===== config.mk =====
export PLATFORM = sky130hd
export DESIGN_NAME = two_link_arm_inverse_kinematics_core
export DESIGN_NICKNAME = d
export VERILOG_FILES = /design/src/tlik_pkg.sv /design/src/tlik_dp.sv /design/src/tlik_ctrl.sv /design/src/two_link_arm_inverse_kinematics_core.sv
export SDC_FILE = /design/constraint.sdc
export NUM_CORES = 2
export LEC_CHECK = 0
export ABC_CLOCK_PERIOD_IN_PS = 14700
export BUFFER_PORTS_ARGS = -buffer_cell sky130_fd_sc_hd__buf_4
export CAP_MARGIN = 20
export CELL_PAD_IN_SITES_DETAIL_PLACEMENT = 1
export CELL_PAD_IN_SITES_GLOBAL_PLACEMENT = 1
export CORE_ASPECT_RATIO = 1.25
export CORE_MARGIN = 5
export CORE_UTILIZATION = 51
export CTS_CLUSTER_SIZE = 30
export DETAILED_ROUTE_END_ITERATION = 6
export HOLD_SLACK_MARGIN = 0.15
export PLACE_DENSITY = 0.93
export SLEW_MARGIN = 20
export SYNTH_ARGS = -nofsm -noshare
export SYNTH_HDL_FRONTEND = slang
export SYNTH_HIERARCHICAL = 1
export SYNTH_SLANG_ARGS = --single-unit

===== constraint.sdc =====
create_clock -name aclk -period 14.7 [get_ports aclk]
set_clock_uncertainty 0.15 [all_clocks]
set_input_delay 1.47 -clock aclk [delete_from_list [all_inputs] [get_ports aclk]]
set_output_delay 1.47 -clock aclk [all_outputs]
set_load 0.01 [all_outputs]

===== src/tlik_pkg.sv =====
// Shared types, widths, constants and command codes for the two-link arm kinematics core.
// Used by the controller, the datapath and the top level; depends on nothing else.
package tlik_pkg;

    localparam int ANG_W   = 16;
    localparam int LEN_W   = 23;
    localparam int POS_W   = 24;
    localparam int CFG_W   = 23;
    localparam int CFG_IDX_W = 3;
    localparam int T_W     = 21;
    localparam int CS_W    = 18;
    localparam int CX_W    = 19;
    localparam int CZ_W    = 20;
    localparam int OPA_W   = 24;
    localparam int OPB_W   = 18;
    localparam int P_W     = 42;
    localparam int MOP_W   = 43;
    localparam int LO_W    = 22;
    localparam int ACC_W   = 60;
    localparam int PX_W    = 26;
    localparam int Q_W     = 13;
    localparam int D_W     = 14;
    localparam int DM_W    = 27;
    localparam int IDX_W   = 4;

    localparam int ANG_2PI      = 51472;
    localparam int ANG_PI       = 25736;
    localparam int PI_Q16       = 205888;
    localparam int HALF_PI_Q16  = 102944;
    localparam int CORDIC_GAIN  = 39797;
    localparam int CORDIC_LAST  = 15;
    localparam int STEP_LIMIT   = 4096;
    localparam int DAMP_Q13     = 7373;
    localparam int DAMP_RND     = 4096;
    localparam int DAMP_SHIFT   = 13;
    localparam int POSE_RND     = 32768;
    localparam int POSE_SHIFT   = 16;
    localparam int DX_SHIFT     = 29;
    localparam int DIV_TOP      = 12;
    localparam int NEWTON_STEPS_DEF = 3;

    localparam logic [CFG_IDX_W-1:0] CFG_LINK1 = 3'd0;
    localparam logic [CFG_IDX_W-1:0] CFG_LINK2 = 3'd1;
    localparam logic [CFG_IDX_W-1:0] CFG_J1OFF = 3'd2;
    localparam logic [CFG_IDX_W-1:0] CFG_TOFF  = 3'd3;
    localparam logic [CFG_IDX_W-1:0] CFG_J2OFF = 3'd4;

    localparam int OP_W = 5;
    localparam logic [OP_W-1:0] OP_NOP         = 5'd0;
    localparam logic [OP_W-1:0] OP_LOAD        = 5'd1;
    localparam logic [OP_W-1:0] OP_INIT_T      = 5'd2;
    localparam logic [OP_W-1:0] OP_WRAP_T1     = 5'd3;
    localparam logic [OP_W-1:0] OP_WRAP_SUM    = 5'd4;
    localparam logic [OP_W-1:0] OP_WRAP_STEP   = 5'd5;
    localparam logic [OP_W-1:0] OP_CORDIC_INIT = 5'd6;
    localparam logic [OP_W-1:0] OP_CORDIC_STEP = 5'd7;
    localparam logic [OP_W-1:0] OP_STORE_CS1   = 5'd8;
    localparam logic [OP_W-1:0] OP_STORE_CS12  = 5'd9;
    localparam logic [OP_W-1:0] OP_PX_STORE    = 5'd10;
    localparam logic [OP_W-1:0] OP_PY_STORE    = 5'd11;
    localparam logic [OP_W-1:0] OP_DEN_STORE   = 5'd12;
    localparam logic [OP_W-1:0] OP_L2S_STORE   = 5'd13;
    localparam logic [OP_W-1:0] OP_SET_SING    = 5'd14;
    localparam logic [OP_W-1:0] OP_PREP        = 5'd15;
    localparam logic [OP_W-1:0] OP_N0_STORE    = 5'd16;
    localparam logic [OP_W-1:0] OP_N1_STORE    = 5'd17;
    localparam logic [OP_W-1:0] OP_DIV_INIT    = 5'd18;
    localparam logic [OP_W-1:0] OP_DIV_STEP    = 5'd19;
    localparam logic [OP_W-1:0] OP_DIV_DONE    = 5'd20;
    localparam logic [OP_W-1:0] OP_SAVE        = 5'd21;
    localparam logic [OP_W-1:0] OP_OUT_LOAD    = 5'd22;

    localparam logic [2:0] MUL_L2C12 = 3'd0;
    localparam logic [2:0] MUL_L1C1  = 3'd1;
    localparam logic [2:0] MUL_L2S12 = 3'd2;
    localparam logic [2:0] MUL_L1S1  = 3'd3;
    localparam logic [2:0] MUL_LO    = 3'd4;
    localparam logic [2:0] MUL_HI    = 3'd5;

    localparam logic [1:0] ACC_NONE     = 2'd0;
    localparam logic [1:0] ACC_LOAD_RND = 2'd1;
    localparam logic [1:0] ACC_ADD      = 2'd2;
    localparam logic [1:0] ACC_ADD_HI   = 2'd3;

    typedef struct packed {
        logic [OP_W-1:0]  op;
        logic [2:0]       mul_sel;
        logic [1:0]       acc_op;
        logic [IDX_W-1:0] idx;
    } tlik_cmd_t;

    typedef struct packed {
        logic wrap_ok;
        logic den_zero;
    } tlik_status_t;

    function automatic logic signed [CZ_W-1:0] atan_q16(input logic [IDX_W-1:0] i);
        logic signed [CZ_W-1:0] r;
        unique case (i)
            4'd0:    r = 20'sd51472;
            4'd1:    r = 20'sd30385;
            4'd2:    r = 20'sd16055;
            4'd3:    r = 20'sd8150;
            4'd4:    r = 20'sd4091;
            4'd5:    r = 20'sd2047;
            4'd6:    r = 20'sd1024;
            4'd7:    r = 20'sd512;
            4'd8:    r = 20'sd256;
            4'd9:    r = 20'sd128;
            4'd10:   r = 20'sd64;
            4'd11:   r = 20'sd32;
            4'd12:   r = 20'sd16;
            4'd13:   r = 20'sd8;
            4'd14:   r = 20'sd4;
            default: r = 20'sd2;
        endcase
        return r;
    endfunction

endpackage


===== src/tlik_dp.sv =====
// Datapath of the two-link arm kinematics core: configuration, joint state, CORDIC,
// shared multiplier with accumulator, restoring divider and output word. Uses tlik_pkg.
module tlik_dp
    import tlik_pkg::*;
(
    input  logic                        aclk,
    input  logic                        aresetn,
    input  tlik_cmd_t                   cmd,
    output tlik_status_t                status,
    input  logic                        s_kind,
    input  logic signed [POS_W-1:0]     s_target_x,
    input  logic signed [ANG_W-1:0]     s_target_angle,
    input  logic signed [ANG_W-1:0]     s_load_angle_one,
    input  logic signed [ANG_W-1:0]     s_load_angle_two,
    input  logic                        cfg_wr_en,
    input  logic [CFG_IDX_W-1:0]        cfg_index,
    input  logic [CFG_W-1:0]            cfg_data,
    output logic signed [ANG_W-1:0]     m_angle_one,
    output logic signed [ANG_W-1:0]     m_angle_two,
    output logic signed [POS_W-1:0]     m_tool_x,
    output logic signed [POS_W-1:0]     m_tool_y,
    output logic signed [ANG_W-1:0]     m_tool_angle,
    output logic                        m_singular
);

    logic [LEN_W-1:0]          link1_reg, link2_reg;
    logic signed [ANG_W-1:0]   j1off_reg, toff_reg, j2off_reg;
    logic signed [ANG_W-1:0]   ja_reg, jb_reg;
    logic signed [POS_W-1:0]   tx_reg;
    logic signed [ANG_W-1:0]   tphi_reg;
    logic                      sing_reg;
    logic signed [T_W-1:0]     t1_reg, t2_reg, w_reg;
    logic signed [CX_W-1:0]    cx_reg, cy_reg;
    logic signed [CZ_W-1:0]    cz_reg;
    logic                      flip_reg;
    logic signed [CS_W-1:0]    c1_reg, s1_reg, c12_reg, s12_reg;
    logic signed [ANG_W-1:0]   wsum_reg;
    logic signed [P_W-1:0]     prod_reg, den_reg, l2s_reg;
    logic signed [ACC_W-1:0]   acc_reg, acc_next, num0_reg, num1_reg;
    logic signed [MOP_W-1:0]   mop_reg;
    logic signed [OPB_W-1:0]   dphi_reg;
    logic signed [PX_W-1:0]    px_reg, py_reg;
    logic [ACC_W-1:0]          rem_reg;
    logic [P_W-1:0]            dabs_reg;
    logic [Q_W-1:0]            q_reg;
    logic                      neg_reg, big_reg;

    logic signed [ANG_W:0]     off2;
    logic signed [OPA_W-1:0]   mul_a;
    logic signed [OPB_W-1:0]   mul_b;
    logic signed [P_W-1:0]     prod_next;
    logic signed [PX_W:0]      dx_diff;
    logic signed [ACC_W-1:0]   dx;
    logic signed [CZ_W-1:0]    z0;
    logic signed [CX_W-1:0]    sh_x, sh_y;
    logic signed [ACC_W-1:0]   num_sel;
    logic [ACC_W-1:0]          nabs, dsub;
    logic [P_W-1:0]            dabs;
    logic [Q_W-1:0]            qc;
    logic signed [D_W-1:0]     dstep;
    logic signed [DM_W-1:0]    dmul;
    logic signed [D_W-1:0]     tstep;
    logic signed [T_W:0]       ja_raw, jb_raw;

    function automatic logic signed [ANG_W-1:0] sat_ang(input logic signed [T_W:0] v);
        logic signed [ANG_W-1:0] r;
        if (v > 32767) begin
            r = 16'sh7fff;
        end else if (v < -32768) begin
            r = 16'sh8000;
        end else begin
            r = v[ANG_W-1:0];
        end
        return r;
    endfunction

    function automatic logic signed [POS_W-1:0] sat_pos(input logic signed [PX_W-1:0] v);
        logic signed [POS_W-1:0] r;
        if (v > 8388607) begin
            r = 24'sh7fffff;
        end else if (v < -8388608) begin
            r = 24'sh800000;
        end else begin
            r = v[POS_W-1:0];
        end
        return r;
    endfunction

    assign off2 = (ANG_W+1)'(toff_reg) + (ANG_W+1)'(j2off_reg);

    assign status.wrap_ok  = !(w_reg > ANG_PI) && !(w_reg <= -ANG_PI);
    assign status.den_zero = (den_reg == '0);

    always_comb begin
        unique case (cmd.mul_sel)
            MUL_L2C12: begin mul_a = signed'({1'b0, link2_reg}); mul_b = c12_reg; end
            MUL_L1C1:  begin mul_a = signed'({1'b0, link1_reg}); mul_b = c1_reg;  end
            MUL_L2S12: begin mul_a = signed'({1'b0, link2_reg}); mul_b = s12_reg; end
            MUL_L1S1:  begin mul_a = signed'({1'b0, link1_reg}); mul_b = s1_reg;  end
            MUL_LO: begin
                mul_a = signed'({2'b00, mop_reg[LO_W-1:0]});
                mul_b = dphi_reg;
            end
            default: begin
                mul_a = OPA_W'(signed'(mop_reg[MOP_W-1:LO_W]));
                mul_b = dphi_reg;
            end
        endcase
    end

    assign prod_next = mul_a * mul_b;

    assign dx_diff = (PX_W+1)'(tx_reg) - (PX_W+1)'(px_reg);
    assign dx      = ACC_W'(dx_diff) <<< DX_SHIFT;

    always_comb begin
        acc_next = acc_reg;
        unique case (cmd.acc_op)
            ACC_LOAD_RND: acc_next = ACC_W'(prod_reg) + ACC_W'(POSE_RND);
            ACC_ADD:      acc_next = acc_reg + ACC_W'(prod_reg);
            ACC_ADD_HI:   acc_next = acc_reg + (ACC_W'(prod_reg) <<< LO_W);
            default:      acc_next = acc_reg;
        endcase
        if (cmd.op == OP_PREP || cmd.op == OP_N0_STORE) begin
            acc_next = dx;
        end
    end

    assign z0   = {w_reg[CZ_W-4:0], 3'b000};
    assign sh_x = cx_reg >>> cmd.idx;
    assign sh_y = cy_reg >>> cmd.idx;

    assign num_sel = cmd.idx[0] ? num1_reg : num0_reg;
    assign nabs    = num_sel[ACC_W-1] ? ACC_W'(-num_sel) : ACC_W'(num_sel);
    assign dabs    = den_reg[P_W-1] ? P_W'(-den_reg) : P_W'(den_reg);
    assign dsub    = ACC_W'(dabs_reg) << cmd.idx;

    assign qc    = (big_reg || q_reg > Q_W'(STEP_LIMIT)) ? Q_W'(STEP_LIMIT) : q_reg;
    assign dstep = neg_reg ? -D_W'(qc) : D_W'(qc);
    assign dmul  = DM_W'(dstep) * DM_W'(DAMP_Q13) + DM_W'(DAMP_RND);
    assign tstep = dmul[DM_W-1:DAMP_SHIFT];

    assign ja_raw = (T_W+1)'(t1_reg) - (T_W+1)'(j1off_reg);
    assign jb_raw = (T_W+1)'(t2_reg) - (T_W+1)'(off2);

    always_ff @(posedge aclk) begin
        if (!aresetn) begin
            link1_reg <= '0;
            link2_reg <= '0;
            j1off_reg <= '0;
            toff_reg  <= '0;
            j2off_reg <= '0;
            ja_reg    <= '0;
            jb_reg    <= '0;
        end else begin
            if (cfg_wr_en) begin
                unique case (cfg_index)
                    CFG_LINK1: link1_reg <= cfg_data;
                    CFG_LINK2: link2_reg <= cfg_data;
                    CFG_J1OFF: j1off_reg <= cfg_data[ANG_W-1:0];
                    CFG_TOFF:  toff_reg  <= cfg_data[ANG_W-1:0];
                    CFG_J2OFF: j2off_reg <= cfg_data[ANG_W-1:0];
                    default: ;
                endcase
            end
            if (cmd.op == OP_LOAD && s_kind) begin
                ja_reg <= s_load_angle_one;
                jb_reg <= s_load_angle_two;
            end else if (cmd.op == OP_SAVE) begin
                ja_reg <= sat_ang(ja_raw);
                jb_reg <= sat_ang(jb_raw);
            end
        end
    end

    always_ff @(posedge aclk) begin
        prod_reg <= prod_next;
        acc_reg  <= acc_next;
        unique case (cmd.op)
            OP_LOAD: begin
                tx_reg   <= s_target_x;
                tphi_reg <= s_target_angle;
                sing_reg <= 1'b0;
            end
            OP_INIT_T: begin
                t1_reg <= T_W'(ja_reg) + T_W'(j1off_reg);
                t2_reg <= T_W'(jb_reg) + T_W'(off2);
            end
            OP_WRAP_T1:  w_reg <= t1_reg;
            OP_WRAP_SUM: w_reg <= t1_reg + t2_reg;
            OP_WRAP_STEP: begin
                if (w_reg > ANG_PI) begin
                    w_reg <= w_reg - T_W'(ANG_2PI);
                end else if (w_reg <= -ANG_PI) begin
                    w_reg <= w_reg + T_W'(ANG_2PI);
                end
            end
            OP_CORDIC_INIT: begin
                cx_reg <= CX_W'(CORDIC_GAIN);
                cy_reg <= '0;
                if (z0 > HALF_PI_Q16) begin
                    cz_reg   <= z0 - CZ_W'(PI_Q16);
                    flip_reg <= 1'b1;
                end else if (z0 < -HALF_PI_Q16) begin
                    cz_reg   <= z0 + CZ_W'(PI_Q16);
                    flip_reg <= 1'b1;
                end else begin
                    cz_reg   <= z0;
                    flip_reg <= 1'b0;
                end
            end
            OP_CORDIC_STEP: begin
                if (!cz_reg[CZ_W-1]) begin
                    cx_reg <= cx_reg - sh_y;
                    cy_reg <= cy_reg + sh_x;
                    cz_reg <= cz_reg - atan_q16(cmd.idx);
                end else begin
                    cx_reg <= cx_reg + sh_y;
                    cy_reg <= cy_reg - sh_x;
                    cz_reg <= cz_reg + atan_q16(cmd.idx);
                end
            end
            OP_STORE_CS1: begin
                c1_reg <= flip_reg ? CS_W'(-cx_reg) : CS_W'(cx_reg);
                s1_reg <= flip_reg ? CS_W'(-cy_reg) : CS_W'(cy_reg);
            end
            OP_STORE_CS12: begin
                c12_reg  <= flip_reg ? CS_W'(-cx_reg) : CS_W'(cx_reg);
                s12_reg  <= flip_reg ? CS_W'(-cy_reg) : CS_W'(cy_reg);
                wsum_reg <= w_reg[ANG_W-1:0];
            end
            OP_PX_STORE:  px_reg  <= PX_W'(acc_reg >>> POSE_SHIFT);
            OP_PY_STORE:  py_reg  <= PX_W'(acc_reg >>> POSE_SHIFT);
            OP_DEN_STORE: den_reg <= prod_reg;
            OP_L2S_STORE: l2s_reg <= prod_reg;
            OP_SET_SING:  sing_reg <= 1'b1;
            OP_PREP: begin
                dphi_reg <= OPB_W'(tphi_reg) - OPB_W'(wsum_reg);
                mop_reg  <= MOP_W'(l2s_reg);
            end
            OP_N0_STORE: begin
                num0_reg <= -acc_reg;
                mop_reg  <= MOP_W'(den_reg) + MOP_W'(l2s_reg);
            end
            OP_N1_STORE: num1_reg <= acc_reg;
            OP_DIV_INIT: begin
                rem_reg  <= nabs;
                dabs_reg <= dabs;
                neg_reg  <= num_sel[ACC_W-1] ^ den_reg[P_W-1];
                big_reg  <= nabs >= (ACC_W'(dabs) << Q_W);
                q_reg    <= '0;
            end
            OP_DIV_STEP: begin
                if (rem_reg >= dsub) begin
                    rem_reg <= rem_reg - dsub;
                    q_reg   <= q_reg | (Q_W'(1) << cmd.idx);
                end
            end
            OP_DIV_DONE: begin
                if (cmd.idx[0]) begin
                    t2_reg <= t2_reg + T_W'(tstep);
                end else begin
                    t1_reg <= t1_reg + T_W'(tstep);
                end
            end
            OP_OUT_LOAD: begin
                m_angle_one  <= ja_reg;
                m_angle_two  <= jb_reg;
                m_tool_x     <= sat_pos(px_reg);
                m_tool_y     <= sat_pos(py_reg);
                m_tool_angle <= wsum_reg;
                m_singular   <= sing_reg;
            end
            default: ;
        endcase
    end

endmodule


===== src/tlik_ctrl.sv =====
// Controller of the two-link arm kinematics core: sequences wrap, CORDIC, multiply,
// divide and Newton iterations, and owns both handshakes. Uses tlik_pkg.
module tlik_ctrl
    import tlik_pkg::*;
#(
    parameter int NEWTON_STEPS = NEWTON_STEPS_DEF
) (
    input  logic         aclk,
    input  logic         aresetn,
    input  logic         s_valid,
    output logic         s_ready,
    input  logic         s_kind,
    output logic         m_valid,
    input  logic         m_ready,
    input  tlik_status_t status,
    output tlik_cmd_t    cmd
);

    localparam int ITER_W = $clog2(NEWTON_STEPS + 1);

    localparam logic [4:0] S_IDLE = 5'd0;
    localparam logic [4:0] S_INIT = 5'd1;
    localparam logic [4:0] S_W1   = 5'd2;
    localparam logic [4:0] S_W2   = 5'd3;
    localparam logic [4:0] S_WL   = 5'd4;
    localparam logic [4:0] S_CS   = 5'd5;
    localparam logic [4:0] S_CSD  = 5'd6;
    localparam logic [4:0] S_F0   = 5'd7;
    localparam logic [4:0] S_F1   = 5'd8;
    localparam logic [4:0] S_F2   = 5'd9;
    localparam logic [4:0] S_F3   = 5'd10;
    localparam logic [4:0] S_F4   = 5'd11;
    localparam logic [4:0] S_F5   = 5'd12;
    localparam logic [4:0] S_N0   = 5'd13;
    localparam logic [4:0] S_N1   = 5'd14;
    localparam logic [4:0] S_N2   = 5'd15;
    localparam logic [4:0] S_M0   = 5'd16;
    localparam logic [4:0] S_M1   = 5'd17;
    localparam logic [4:0] S_M2   = 5'd18;
    localparam logic [4:0] S_MST  = 5'd19;
    localparam logic [4:0] S_DI   = 5'd20;
    localparam logic [4:0] S_DS   = 5'd21;
    localparam logic [4:0] S_DD   = 5'd22;
    localparam logic [4:0] S_NEXT = 5'd23;
    localparam logic [4:0] S_SAVE = 5'd24;
    localparam logic [4:0] S_OUT  = 5'd25;

    logic [4:0]        state_reg, state_next;
    logic [IDX_W-1:0]  cnt_reg, cnt_next;
    logic [ITER_W-1:0] iter_reg, iter_next;
    logic              sel_reg, sel_next;
    logic              fin_reg, fin_next;
    logic              m_valid_reg, m_valid_next;

    assign s_ready = (state_reg == S_IDLE);
    assign m_valid = m_valid_reg;

    always_comb begin
        state_next  = state_reg;
        cnt_next    = cnt_reg;
        iter_next   = iter_reg;
        sel_next    = sel_reg;
        fin_next    = fin_reg;
        cmd.op      = OP_NOP;
        cmd.mul_sel = MUL_L1S1;
        cmd.acc_op  = ACC_NONE;
        cmd.idx     = '0;
        unique case (state_reg)
            S_IDLE: begin
                if (s_valid) begin
                    cmd.op     = OP_LOAD;
                    fin_next   = s_kind;
                    state_next = S_INIT;
                end
            end
            S_INIT: begin
                cmd.op     = OP_INIT_T;
                sel_next   = 1'b0;
                iter_next  = '0;
                state_next = S_W1;
            end
            S_W1: begin
                cmd.op     = OP_WRAP_T1;
                state_next = S_WL;
            end
            S_W2: begin
                cmd.op     = OP_WRAP_SUM;
                state_next = S_WL;
            end
            S_WL: begin
                if (status.wrap_ok) begin
                    cmd.op     = OP_CORDIC_INIT;
                    cnt_next   = '0;
                    state_next = S_CS;
                end else begin
                    cmd.op = OP_WRAP_STEP;
                end
            end
            S_CS: begin
                cmd.op   = OP_CORDIC_STEP;
                cmd.idx  = cnt_reg;
                cnt_next = cnt_reg + 1'b1;
                if (cnt_reg == IDX_W'(CORDIC_LAST)) begin
                    state_next = S_CSD;
                end
            end
            S_CSD: begin
                if (!sel_reg) begin
                    cmd.op     = OP_STORE_CS1;
                    sel_next   = 1'b1;
                    state_next = S_W2;
                end else begin
                    cmd.op     = OP_STORE_CS12;
                    sel_next   = 1'b0;
                    state_next = S_F0;
                end
            end
            S_F0: begin
                cmd.mul_sel = MUL_L2C12;
                state_next  = S_F1;
            end
            S_F1: begin
                cmd.mul_sel = MUL_L1C1;
                cmd.acc_op  = ACC_LOAD_RND;
                state_next  = S_F2;
            end
            S_F2: begin
                cmd.mul_sel = MUL_L2S12;
                cmd.acc_op  = ACC_ADD;
                state_next  = S_F3;
            end
            S_F3: begin
                cmd.mul_sel = MUL_L1S1;
                cmd.op      = OP_PX_STORE;
                cmd.acc_op  = ACC_LOAD_RND;
                state_next  = fin_reg ? S_F4 : S_N0;
            end
            S_F4: begin
                cmd.acc_op = ACC_ADD;
                state_next = S_F5;
            end
            S_F5: begin
                cmd.op     = OP_PY_STORE;
                state_next = S_OUT;
            end
            S_N0: begin
                cmd.op      = OP_DEN_STORE;
                cmd.mul_sel = MUL_L2S12;
                state_next  = S_N1;
            end
            S_N1: begin
                cmd.op     = OP_L2S_STORE;
                state_next = S_N2;
            end
            S_N2: begin
                if (status.den_zero) begin
                    cmd.op     = OP_SET_SING;
                    state_next = S_NEXT;
                end else begin
                    cmd.op     = OP_PREP;
                    state_next = S_M0;
                end
            end
            S_M0: begin
                cmd.mul_sel = MUL_LO;
                state_next  = S_M1;
            end
            S_M1: begin
                cmd.mul_sel = MUL_HI;
                cmd.acc_op  = ACC_ADD;
                state_next  = S_M2;
            end
            S_M2: begin
                cmd.acc_op = ACC_ADD_HI;
                state_next = S_MST;
            end
            S_MST: begin
                if (!sel_reg) begin
                    cmd.op     = OP_N0_STORE;
                    sel_next   = 1'b1;
                    state_next = S_M0;
                end else begin
                    cmd.op     = OP_N1_STORE;
                    sel_next   = 1'b0;
                    state_next = S_DI;
                end
            end
            S_DI: begin
                cmd.op     = OP_DIV_INIT;
                cmd.idx    = IDX_W'(sel_reg);
                cnt_next   = IDX_W'(DIV_TOP);
                state_next = S_DS;
            end
            S_DS: begin
                cmd.op   = OP_DIV_STEP;
                cmd.idx  = cnt_reg;
                cnt_next = cnt_reg - 1'b1;
                if (cnt_reg == '0) begin
                    state_next = S_DD;
                end
            end
            S_DD: begin
                cmd.op  = OP_DIV_DONE;
                cmd.idx = IDX_W'(sel_reg);
                if (!sel_reg) begin
                    sel_next   = 1'b1;
                    state_next = S_DI;
                end else begin
                    sel_next   = 1'b0;
                    state_next = S_NEXT;
                end
            end
            S_NEXT: begin
                if (iter_reg == ITER_W'(NEWTON_STEPS - 1)) begin
                    iter_next  = '0;
                    state_next = S_SAVE;
                end else begin
                    iter_next  = iter_reg + 1'b1;
                    state_next = S_W1;
                end
            end
            S_SAVE: begin
                cmd.op     = OP_SAVE;
                fin_next   = 1'b1;
                state_next = S_INIT;
            end
            S_OUT: begin
                if (!m_valid_reg || m_ready) begin
                    cmd.op     = OP_OUT_LOAD;
                    state_next = S_IDLE;
                end
            end
            default: state_next = S_IDLE;
        endcase
    end

    always_comb begin
        m_valid_next = m_valid_reg;
        if (cmd.op == OP_OUT_LOAD) begin
            m_valid_next = 1'b1;
        end else if (m_ready) begin
            m_valid_next = 1'b0;
        end
    end

    always_ff @(posedge aclk) begin
        if (!aresetn) begin
            state_reg   <= S_IDLE;
            cnt_reg     <= '0;
            iter_reg    <= '0;
            sel_reg     <= 1'b0;
            fin_reg     <= 1'b0;
            m_valid_reg <= 1'b0;
        end else begin
            state_reg   <= state_next;
            cnt_reg     <= cnt_next;
            iter_reg    <= iter_next;
            sel_reg     <= sel_next;
            fin_reg     <= fin_next;
            m_valid_reg <= m_valid_next;
        end
    end

endmodule


===== src/two_link_arm_inverse_kinematics_core.sv =====
// Top level of the two-link arm kinematics core; joins tlik_ctrl and tlik_dp. Uses tlik_pkg.
// Solve and load words are handled one word at a time; a singular Newton step skips the
// multiply and divide, and each angle wrap adds a wrap step. The shared 16-step CORDIC
// and the 13-step restoring divider do the arithmetic.
// A finished word waits in the output register while the next word is accepted.
// Synchronous active-low reset clears the configuration registers, the joint angles and the handshakes.
module two_link_arm_inverse_kinematics_core
    import tlik_pkg::*;
#(
    parameter int NEWTON_STEPS = NEWTON_STEPS_DEF
) (
    input  logic                     aclk,
    input  logic                     aresetn,
    input  logic                     s_valid,
    output logic                     s_ready,
    input  logic                     s_kind,
    input  logic signed [POS_W-1:0]  s_target_x,
    input  logic signed [ANG_W-1:0]  s_target_angle,
    input  logic signed [ANG_W-1:0]  s_load_angle_one,
    input  logic signed [ANG_W-1:0]  s_load_angle_two,
    output logic                     m_valid,
    input  logic                     m_ready,
    output logic signed [ANG_W-1:0]  m_angle_one,
    output logic signed [ANG_W-1:0]  m_angle_two,
    output logic signed [POS_W-1:0]  m_tool_x,
    output logic signed [POS_W-1:0]  m_tool_y,
    output logic signed [ANG_W-1:0]  m_tool_angle,
    output logic                     m_singular,
    input  logic                     cfg_wr_en,
    input  logic [CFG_IDX_W-1:0]     cfg_index,
    input  logic [CFG_W-1:0]         cfg_data
);

    tlik_cmd_t    cmd;
    tlik_status_t status;

    tlik_ctrl #(
        .NEWTON_STEPS(NEWTON_STEPS)
    ) u_ctrl (
        .aclk    (aclk),
        .aresetn (aresetn),
        .s_valid (s_valid),
        .s_ready (s_ready),
        .s_kind  (s_kind),
        .m_valid (m_valid),
        .m_ready (m_ready),
        .status  (status),
        .cmd     (cmd)
    );

    tlik_dp u_dp (
        .aclk             (aclk),
        .aresetn          (aresetn),
        .cmd              (cmd),
        .status           (status),
        .s_kind           (s_kind),
        .s_target_x       (s_target_x),
        .s_target_angle   (s_target_angle),
        .s_load_angle_one (s_load_angle_one),
        .s_load_angle_two (s_load_angle_two),
        .cfg_wr_en        (cfg_wr_en),
        .cfg_index        (cfg_index),
        .cfg_data         (cfg_data),
        .m_angle_one      (m_angle_one),
        .m_angle_two      (m_angle_two),
        .m_tool_x         (m_tool_x),
        .m_tool_y         (m_tool_y),
        .m_tool_angle     (m_tool_angle),
        .m_singular       (m_singular)
    );

endmodule


==> reports/metrics.json <==
{
  "global_route": {
    "first_global_vias": 85632,
    "pin_count_of_the_biggest_net_entering_global_routing": 127,
    "globalRouteOverflowTotal": 0,
    "antenna_found_initial": 28,
    "grt_util_all_layers_pct": 36.2,
    "first_pass_grt_wire_length_mm": 521
  },
  "yosys": {
    "synth_cells": 9686,
    "yosys-top-cells-area": "edfxtp_1 27%, fa_1 11%, ha_1 10%",
    "yosysUniqueCellTypes": 102,
    "ys_seq_area_share_pct": 31.5,
    "yosys_most_used_dff": "edfxtp_1",
    "syn_area_um2": 90800,
    "ys_warn_count": 6,
    "netlist.area_leader.share_pct": 26.9,
    "postSynthNetCount": 11019,
    "synthArstFlopShare_pct": 0,
    "flops_latches_synth": 1023,
    "syn-mean-instance-area_um2": 9.37,
    "synth-edff-count": 812,
    "synth_largest_area_cell": "edfxtp_1"
  },
  "sta": {
    "grt_setup_unrepaired": "no",
    "slew_violations": 0,
    "max_freq_ghz": 0.0886,
    "post-route-period-util_pct": 76.8,
    "setup_violations": 0,
    "final_hold_viol_count": 0,
    "setup-tns-final_ns": 0,
    "worst_pin_slew_ns": 1.17,
    "timing.max_slew.rel_slack_pct": 21.0,
    "post-route-min-period_ns": 11.29
  },
  "placed_design": {
    "portBuffers": 202,
    "postPlaceCellArea_um2": 94800,
    "gp_congestion": 0.997,
    "hpwlAfterDp_mm": 266,
    "dpl.cell_count": 11979
  },
  "setup_path": {
    "cp_top_family": "compound AO/OA/AOI/OAI gates",
    "critPathArrivalTime_ns": 11.84,
    "critical_path.max_stage_delay_ns": 0.96,
    "timing.rr.start": "u_ctrl/state_reg[0]$_SDFFE_PN0P_",
    "critPathMostFrequentCell": "inv_1",
    "startpoint": "u_ctrl/state_reg[0]$_SDFFE_PN0P_",
    "critical_path.slowest_cell": "a21oi_1",
    "critical_path_class": "flop to flop",
    "cp_max_fo": 51,
    "cp-start-kind": "flop",
    "critical_path_buf_inv_count": 9,
    "end_kind": "flop",
    "cp_data_required_time_ns": 15.25
  },
  "clock_tree": {
    "worstSkewPairLatency_ns": 0.78,
    "h-tree-depth": 3,
    "cts_resized": 0,
    "cts_tree": "built",
    "cts.sink_count": 1023,
    "clock_tree.buffer_depth": 3,
    "cts_inserted_buffers": 111,
    "ctsHoldBuffers": 0,
    "cts.repair_timing.setup_buffer_count": 0,
    "worst_setup_hold_path_clk_slew_ns": 0.09,
    "clk_root_buffer_cell": "clkbuf_16"
  },
  "final_layout": {
    "nNetsFinal": 11065,
    "final_area_um2": 98800,
    "multiInputGateArea_um2": 57600,
    "num-fill-cells": 20080,
    "finish.cell_count_without_fillers": 12200,
    "fraction_of_final_layout_cells_sized_beyond_drive_strength_1_pct": 7.65,
    "fin_util_pct": 55.7,
    "regArea_um2": 28600,
    "synthToLayoutAreaGrowth_pct": 8.84
  },
  "floorplanning": {
    "dieWidth_um": 387,
    "row_count": 173,
    "floorplan.initialDensity_pct": 51.1,
    "fp.dieH_um": 482,
    "coreArea_um2": 177000,
    "ios": 203,
    "dieArea_um2": 187000
  },
  "drt": {
    "pre_antenna_drt_iters": 6,
    "drc_errors": 0,
    "initialDrtViolationCount": 7669,
    "total_length_of_routed_wires_mm": 349,
    "vias": 79990,
    "drt.antenna.violating_nets": 0,
    "post_drt_via_cell_ratio": 6.56,
    "wl_per_cell_um": 28.6
  },
  "job": {
    "cap_violations": 0
  },
  "min_path": {
    "worstHoldStart": "u_dp/link2_reg[20]$_SDFFE_PN0P_",
    "worstHoldPathType": "flop to flop"
  },
  "power_and_ir_drop": {
    "pleak_uw": 0.0409,
    "worst_ir_drop_on_vdd_uv": 127,
    "power-per-cell-area_nw_per_um2": 140
  },
  "status": {
    "outcome": "finished, final reports clean"
  }
}
-- synthesized netlist by cell type, drive strengths merged, types with 60 or more instances --
cell type	instances
a211oi	93
xnor2	436
buf	67
and3	84
a21oi	580
o31ai	70
dfxtp	211
nand3	151
and2	91
nor3	188
nor2	701
edfxtp	812
a21o	215
or3	97
o211ai	60
nand2b	134
nor2b	150
mux2i	153
a31oi	73
o21bai	68
o21a	78
a21boi	121
nand2	1137
inv	854
clkbuf	325
fa	504
ha	725
o21ai	479
xor2	264
mux4	77
-- layout by cell type, fill, tap and decap left out, types with 57 or more instances in the layout --
| master | netlist | routed |
|---|---|---|
| mux2i_1 | 153 | 150 |
| dfxtp_1 | 211 | 211 |
| ha_1 | 725 | 724 |
| clkbuf_16 | 0 | 114 |
| o21ai_0 | 469 | 466 |
| inv_1 | 852 | 850 |
| nand2_1 | 1137 | 1135 |
| and3_1 | 83 | 82 |
| a31oi_1 | 73 | 72 |
| o31ai_1 | 69 | 68 |
| nor2b_1 | 150 | 150 |
| o211ai_1 | 60 | 60 |
| nand2b_1 | 133 | 133 |
| xor2_1 | 264 | 264 |
| and2_1 | 90 | 87 |
| buf_4 | 0 | 322 |
| a21oi_1 | 580 | 575 |
| fa_1 | 504 | 504 |
| nand3_1 | 151 | 150 |
| nor2_1 | 700 | 685 |
| xnor2_1 | 436 | 436 |
| edfxtp_1 | 812 | 812 |
| a21boi_0 | 119 | 118 |
| or3_1 | 95 | 95 |
| nand4_1 | 57 | 57 |
| a211oi_1 | 93 | 93 |
| o21a_1 | 78 | 78 |
| a21o_1 | 214 | 214 |
| o21bai_1 | 68 | 68 |
| mux4_2 | 77 | 77 |
| nor3_1 | 186 | 182 |
-- power by group --
group	leakage, uW	total, uW	switching [uW]	internal (uW)
logic	0.0299	6340	3920	2420
registers	0.00911	4380	713	3670
clock network	0.00188	3070	1320	1750
total	0.0409	13800	5950	7840
-- worst reg2reg max path, delay by kind of cell (launching register included) --
| kind | cells | cell delay, ns |
|---|---|---|
| AOI/OAI and AO/OA | 10 | 3.93 |
| adders and majority gates | 8 | 2.92 |
| buffers and inverters | 9 | 1.81 |
| and+or+nand+nor | 6 | 1.65 |
| DFF | 1 | 0.57 |
| muxes | 1 | 0.22 |
-- final cells by class --
cell class	count	share of cell area, %
antenna	14	0.0355
clock buffer	134	3.03
clock inverter	71	0.865
inverter	860	3.27
multi-input combinational	7411	58.4
sequential	1023	29.0
tap	2362	2.99
timing repair buffer	325	2.50
-- worst paths after layout --
| path | cells after the start | endpoint | slack [ns] |
|---|---|---|---|
| worst max register to register | 34 | u_dp/prod_reg[41]$_DFF_P_ | 3.41 |
| worst min register to register | 2 | u_dp/link2_reg[20]$_SDFFE_PN0P_ | 0.31 |
| worst min-delay path | 2 | u_dp/link2_reg[20]$_SDFFE_PN0P_ | 0.31 |
| worst max-delay path | 34 | u_dp/prod_reg[41]$_DFF_P_ | 3.41 |
-- metal layers --
metal  share of wire, %  vias up  GRT usage [%]
met2                 47     4209           60.6
met4                7.9       24           24.2
li1                   -    34267              -
met3                8.9     1352           8.03
met1                 36    40138           41.7
met5              0.049        -              0
-- per-stage QoR --
| step | total power [uW] | worst slack [ns] | hold slack [ns] |
|---|---|---|---|
| CTS | 13600 | 3.53 | 0.318 |
| global route | 14400 | 2.89 | 0.344 |
| detailed placement | 10500 | 3.55 | 0.313 |
| finish | 13800 | 3.41 | 0.314 |
| floorplan | 8370 | 3.40 | 0.250 |
| global placement | 10000 | 4.02 | 0.301 |
-- cell families after synthesis --
family                     count (synthesis)  synth area share (%)
adders and majority gates               1231                  21.1
xor gates and xnor gates                 701                  6.78
buffers and inverters                   1252                  5.21
DFF                                     1023                  31.5
AOI/OAI and AO/OA                       2191                  15.6
muxes                                    272                  4.12
and+or+nand+nor                         3016                  15.6
No activity file was read; power rests on OpenSTA's default activity.
